==> config.mk <==
export PLATFORM = sky130hd
export DESIGN_NAME = indexed_insert_erase_list_unit
export DESIGN_NICKNAME = d
export VERILOG_FILES = /design/src/design/iiel_pkg.sv /design/src/design/iiel_cell.sv /design/src/design/indexed_insert_erase_list_unit.sv
export SDC_FILE = /design/constraint.sdc
export NUM_CORES = 1
export LEC_CHECK = 0
export BUFFER_PORTS_ARGS = -buffer_cell sky130_fd_sc_hd__buf_4
export CAP_MARGIN = 20
export CORE_AREA = 2 2 277 279
export CTS_BUF_LIST = sky130_fd_sc_hd__clkbuf_2
export DETAILED_ROUTE_END_ITERATION = 8
export DIE_AREA = 0 0 279 281
export PLACE_DENSITY = 0.56
export SYNTH_ARGS = -nofsm -noshare
export SYNTH_HDL_FRONTEND = slang
export SYNTH_SLANG_ARGS = --single-unit
==> constraint.sdc <==
create_clock -name clk -period 7 [get_ports clk]
set_input_delay 0.7 -clock clk [delete_from_list [all_inputs] [get_ports clk]]
set_output_delay 0.7 -clock clk [all_outputs]
set_load 0.02 [all_outputs]
==> src/design/iiel_pkg.sv <==
// shared types and constants for the indexed insert/erase list
package iiel_pkg;

  localparam int DEPTH      = 16;
  localparam int DATA_WIDTH = 32;

  localparam int KIND_W  = 3;
  localparam int POS_W   = 5;
  localparam int WORD_W  = 32;
  localparam int COUNT_W = 5;
  localparam int STAT_W  = 2;

  // internal widths follow DEPTH
  localparam int IDX_W = (DEPTH > 1) ? $clog2(DEPTH) : 1;
  localparam int CNT_W = $clog2(DEPTH + 1);
  localparam int CMP_W = (CNT_W > POS_W) ? CNT_W : POS_W;

  localparam logic [KIND_W-1:0] KIND_INSERT     = 3'd0;
  localparam logic [KIND_W-1:0] KIND_ERASE      = 3'd1;
  localparam logic [KIND_W-1:0] KIND_PUSH_FRONT = 3'd2;
  localparam logic [KIND_W-1:0] KIND_POP_BACK   = 3'd3;
  localparam logic [KIND_W-1:0] KIND_POP_FRONT  = 3'd4;

  localparam logic [STAT_W-1:0] ST_DONE  = 2'd0;
  localparam logic [STAT_W-1:0] ST_FULL  = 2'd1;
  localparam logic [STAT_W-1:0] ST_EMPTY = 2'd2;
  localparam logic [STAT_W-1:0] ST_RANGE = 2'd3;

  typedef logic [DATA_WIDTH-1:0] word_t;
  typedef logic [IDX_W-1:0]      idx_t;
  typedef logic [CMP_W-1:0]      cmp_t;

  typedef struct packed {
    logic [KIND_W-1:0] kind;
    logic [POS_W-1:0]  position;
    logic [WORD_W-1:0] word_in;
  } iiel_req_t;

  typedef struct packed {
    logic [COUNT_W-1:0] entry_count;
    logic [STAT_W-1:0]  status;
    logic [WORD_W-1:0]  removed_word;
  } iiel_rsp_t;

  typedef enum logic [1:0] {
    SH_HOLD,
    SH_UP,
    SH_DOWN
  } shift_op_t;

  typedef struct packed {
    shift_op_t op;
    cmp_t      pos;
  } cell_ctl_t;

endpackage

==> src/design/iiel_cell.sv <==
// one storage cell of the list: holds, loads, or takes a neighbor's word
module iiel_cell (
  input  logic              clk,
  input  iiel_pkg::cell_ctl_t ctl,
  input  iiel_pkg::idx_t    index,
  input  iiel_pkg::word_t   word_new,
  input  iiel_pkg::word_t   left_word,
  input  iiel_pkg::word_t   right_word,
  output iiel_pkg::word_t   word
);
  import iiel_pkg::*;

  cmp_t idx_ext;

  assign idx_ext = CMP_W'(index);

  always_ff @(posedge clk) begin
    case (ctl.op)
      SH_UP: begin
        if (idx_ext == ctl.pos) begin
          word <= word_new;
        end else if (idx_ext > ctl.pos) begin
          word <= left_word;
        end
      end
      SH_DOWN: begin
        if (idx_ext >= ctl.pos) begin
          word <= right_word;
        end
      end
      default: begin
      end
    endcase
  end

endmodule

==> src/design/indexed_insert_erase_list_unit.sv <==
// top level of the indexed insert/erase list: control, cell row, result register
//
// Use: drive req and raise start for one cycle per request; a request is taken
// at a rising edge where start is high and busy is low. busy stays low, so a
// request may be given in every cycle.
// Each request gives exactly one result in the next cycle: done is high for that
// single cycle and rsp carries the new entry count, the status and, for erase,
// pop back and pop front, the removed word (zero otherwise).
// Throughput is one request per cycle: every cell of the
// row loads from its left or right neighbor, or the new word, in the same edge,
// and the removed word is picked from the row before that edge.
// A failing request (full, empty, position out of range) leaves the list as
// it was. Kinds 5 to 7 change nothing and report done with a zero word.
// Reset (rst, synchronous) empties the list and clears done; the cell words
// are not cleared, as entries at or above the count are never read.
// The receiver cannot stall: it must take each result in its done cycle.
module indexed_insert_erase_list_unit (
  input  logic                clk,
  input  logic                rst,
  input  logic                start,
  output logic                busy,
  input  iiel_pkg::iiel_req_t req,
  output logic                done,
  output iiel_pkg::iiel_rsp_t rsp
);
  import iiel_pkg::*;

  logic [CNT_W-1:0]  fill_count;
  logic [CNT_W-1:0]  count_next;
  logic [STAT_W-1:0] status_next;
  word_t             removed_next;
  cmp_t              fill_ext;
  cmp_t              eff_pos;
  cell_ctl_t         ctl;
  shift_op_t         op_sel;
  word_t             word_new;
  word_t             cell_word [DEPTH];
  logic              take;

  assign busy     = 1'b0;
  assign take     = start && !busy;
  assign fill_ext = CMP_W'(fill_count);
  assign word_new = DATA_WIDTH'(req.word_in);

  always_comb begin
    op_sel       = SH_HOLD;
    status_next  = ST_DONE;
    count_next   = fill_count;
    removed_next = '0;
    eff_pos      = CMP_W'(req.position);
    case (req.kind)
      KIND_INSERT, KIND_PUSH_FRONT: begin
        if (req.kind == KIND_PUSH_FRONT) begin
          eff_pos = '0;
        end
        if (fill_count == CNT_W'(DEPTH)) begin
          status_next = ST_FULL;
        end else if (eff_pos > fill_ext) begin
          status_next = ST_RANGE;
        end else begin
          op_sel     = SH_UP;
          count_next = fill_count + CNT_W'(1);
        end
      end
      KIND_ERASE, KIND_POP_BACK, KIND_POP_FRONT: begin
        if (fill_count == '0) begin
          status_next = ST_EMPTY;
        end else begin
          if (req.kind == KIND_POP_BACK) begin
            eff_pos = fill_ext - CMP_W'(1);
          end else if (req.kind == KIND_POP_FRONT) begin
            eff_pos = '0;
          end
          if (eff_pos >= fill_ext) begin
            status_next = ST_RANGE;
          end else begin
            op_sel       = SH_DOWN;
            removed_next = cell_word[eff_pos[IDX_W-1:0]];
            count_next   = fill_count - CNT_W'(1);
          end
        end
      end
      default: begin
      end
    endcase
    ctl.op  = take ? op_sel : SH_HOLD;
    ctl.pos = eff_pos;
  end

  // row of cells, each fed by both neighbors; the ends see their own word
  for (genvar i = 0; i < DEPTH; i++) begin : g_cell
    iiel_cell u_cell (
      .clk        (clk),
      .ctl        (ctl),
      .index      (IDX_W'(i)),
      .word_new   (word_new),
      .left_word  (cell_word[(i > 0) ? i - 1 : i]),
      .right_word (cell_word[(i < DEPTH - 1) ? i + 1 : i]),
      .word       (cell_word[i])
    );
  end

  always_ff @(posedge clk) begin
    if (rst) begin
      fill_count <= '0;
      done       <= 1'b0;
    end else begin
      done <= take;
      if (take) begin
        fill_count <= count_next;
      end
    end
  end

  always_ff @(posedge clk) begin
    if (take) begin
      rsp.entry_count  <= COUNT_W'(count_next);
      rsp.status       <= status_next;
      rsp.removed_word <= WORD_W'(removed_next);
    end
  end

endmodule

==> flow_metrics.tcl <==
set metrics [dict create \
    final_util 0.488 \
    layout-drive-gt1-share 0.149 \
    antenna_found_initial 8 \
    pwr_density_cell_nw_per_um2 228 \
    fin_skew_ns 0.151 \
    insertion_delay_ns 1.40 \
    maxCapViolCount 0 \
    core_area_um2 75400 \
    required_ns 7.96 \
    cts_max_path_buffers 3 \
    hold_viol_final 0 \
    clock-sinks 557 \
    synth_nets 3550 \
    slowest_delay_ns 0.81 \
    worst_pin_slew_ns 1.25 \
    ys_seq_elements 557 \
    wirelength_um 127000 \
    initial_core_util 0.447 \
    drtAntennaViolNets 0 \
    finalCritPeriodShare 0.864 \
    ys_seq_area_frac 0.494 \
    grtUsageTotal 0.320 \
    setup_viol 0 \
    ys.flop_type "edfxtp_1" \
    synth_cells 3493 \
    ys_async_sr_fraction 0 \
    placed_area_um2 34800 \
    rows 101 \
    max_freq_mhz 165 \
    drt_iter0_markers 3836 \
    leakagePower_nw 12.8 \
    stdcell_area_um2 36800 \
    grt_pass1_wl_um 187000 \
    total_power_w 0.00839 \
    cts-buffers-inserted 160 \
    io_pins 84 \
    yosysWarnings 0 \
    die_x_um 279 \
    start_kind "flop" \
    synth_top_area_frac 0.490 \
    status "completed" \
    cts_root_buf "clkbuf_2" \
    die_h_um 281 \
    portBuffers 82 \
    cp_slowest_cell "buf_4" \
    syn-cell-area_um2 33800 \
    critical_path_arrival_ns 7.01 \
    post_cts_buffers 0 \
    path_delay_family "compound AO/OA/AOI/OAI gates" \
    clkTransAtPathRegs_ns 0.11 \
    stdcell_count 4586 \
    drv_slew 0 \
    ys_types 69 \
    drc_errors 0 \
    firstDrtPassIters 7 \
    dp_hpwl_um 68400 \
    ir_drop_uv 124 \
    grt_max_degree 181 \
    path_cells "inv_1, ha_1, xor2_1, a221o_4, ha_1, a21o_1, a31oi_1, o21ai_1, nor2_1, nand2_1, inv_1, ha_4, buf_4, nor2b_1, nand3_1, o311ai_1" \
    yosys.area.top_type "edfxtp_1" \
    regToRegSetupSlack_ns 0.95 \
    min_period_ns 6.05 \
    slew_headroom 0.168 \
    critPathMaxFanout 97 \
    dieArea_um2 78400 \
    synthTopCellsByArea "edfxtp_1 (49%), o311ai_1 (8.1%), nand3_1 (6.7%)" \
    post_drt_via_cell_ratio 6.61 \
    cts_tree "built" \
    path_class "flop to flop" \
    overflow 0 \
    rsz0062_at_grt "false" \
    critPathCaptureType "flop" \
    seq_area_um2 16700 \
    grt_pass1_vias 28800 \
    synthTopCellsByCount "nand2_1 (563), edfxtp_1 (551), inv_1 (460), nand3_1 (455), o311ai_1 (311)" \
    hp-class "input port to flop" \
    critPathBufInv 3 \
    htreeDepth 4 \
    route.detailed.wl_per_inst_um 27.8 \
    fillCellCount 7008 \
    final_nets 3552 \
    syn_area_per_cell_um2 9.66 \
    vias 30300 \
    area_growth_pct 9.06 \
    synth-edff-count 551 \
    dp.cells 4255 \
    yosys.cell_count.top_type "nand2_1" \
    multiInputGateArea_um2 13900 \
    fin_setup_tns_ns 0 \
    place_congestion 0.893 \
]
-- state kept, by name, summed over array words and instances (netlist names) --
name                count
done                    1
g_cell.u_cell.word    512
fill_count              5
rsp                    39
-- worst register-to-register path, cell delays in order (launching register included) --
cell      delay (ns)
dfxtp_1         0.62
inv_1           0.13
ha_1            0.30
xor2_1          0.19
a221o_4         0.69
ha_1            0.42
a21o_1          0.17
a31oi_1         0.21
o21ai_1         0.28
nor2_1          0.28
nand2_1         0.11
inv_1           0.15
ha_4            0.53
buf_4           0.83
nor2b_1         0.48
nand3_1         0.20
o311ai_1        0.11
-- report_power, final --
part           internal, W  switching, W
logic             0.000509       0.00121
registers          0.00393      0.000118
clock network      0.00110       0.00154
total              0.00554       0.00286
-- metal layers --
metal,vias up,part of all wire,track usage
met5,-,0.00024,0
met3,384,0.11,0.0653
met1,14800,0.39,0.427
met2,2092,0.45,0.501
met4,4,0.043,0.148
li1,13100,-,-
-- metrics by stage --
| stage | hold WS (ns) | setup slack, ns |
|---|---|---|
| after floorplan | 0.513 | 0.796 |
| after global placement | 0.539 | 1.19 |
| after detailed placement | 0.551 | 1.16 |
| after CTS | 0.00304 | 1.09 |
| after global routing | 0.0581 | 0.609 |
| final | 0.138 | 0.949 |
-- area by class of cell --
type	instances	share of cell area
Inverter	460	0.0469
Clock buffer	229	0.0311
Antenna cell	5	0.000340
Clock inverter	41	0.00914
Sequential cell	557	0.453
Multi-Input combinational cell	2106	0.379
Timing Repair Buffer	210	0.0477
Tap cell	978	0.0332
-- repair_timing --
item                                   CTS  global route
endpoints found under the hold margin   99             0
resized for setup                        0             0
hold buffers                            37             0
-- cell families (layout without fill, tap and decap cells) --
| logic type | count (synthesis) | count (layout) | share of synthesized area |
|---|---|---|---|
| DFF | 557 | 557 | 0.494 |
| adders and majority gates | 14 | 14 | 0.00519 |
| xor gates and xnor gates | 3 | 3 | 0.000778 |
| other | 1 | 6 | 0.000111 |
| muxes | 102 | 102 | 0.0554 |
| AOI/OAI and AO/OA | 812 | 812 | 0.188 |
| buffers and inverters | 830 | 940 | 0.101 |
| and+or+nand+nor | 1174 | 1174 | 0.156 |
-- layout by cell type, fill, tap and decap left out, types with 10 or more instances in the layout --
cell type      Yosys  final
nand2_1          563    563
edfxtp_1         551    551
inv_1            460    459
nand3_1          455    455
o311ai_1         311    311
clkbuf_2           0    229
buf_4             15    166
o311ai_0         135    135
o21ai_0          109    109
o211ai_1          67     67
mux4_2            64     64
nor2_1            63     54
a21oi_1           55     46
nor2b_1           38     38
dlygate4sd3_1      0     37
a21o_1            33     33
a22oi_1           33     33
o221ai_1          32     32
mux2_1            30     30
clkinv_1           0     25
ha_1              14     13
and2_1            17     10
nor2_4             0     10
-- path summary, 6_finish.rpt --
check / startpoint / end / cells past startpoint
worst min-delay path: req[26] / g_cell[15].u_cell.word[26]$_DFFE_PP_ / 3
worst max-delay path: fill_count[0]$_SDFFE_PP0P_ / g_cell[5].u_cell.word[29]$_DFFE_PP_ / 16
worst min register to register: g_cell[10].u_cell.word[31]$_DFFE_PP_ / g_cell[9].u_cell.word[31]$_DFFE_PP_ / 2
worst max register to register: fill_count[0]$_SDFFE_PP0P_ / g_cell[5].u_cell.word[29]$_DFFE_PP_ / 16
Power figures use the tool's default switching activity.
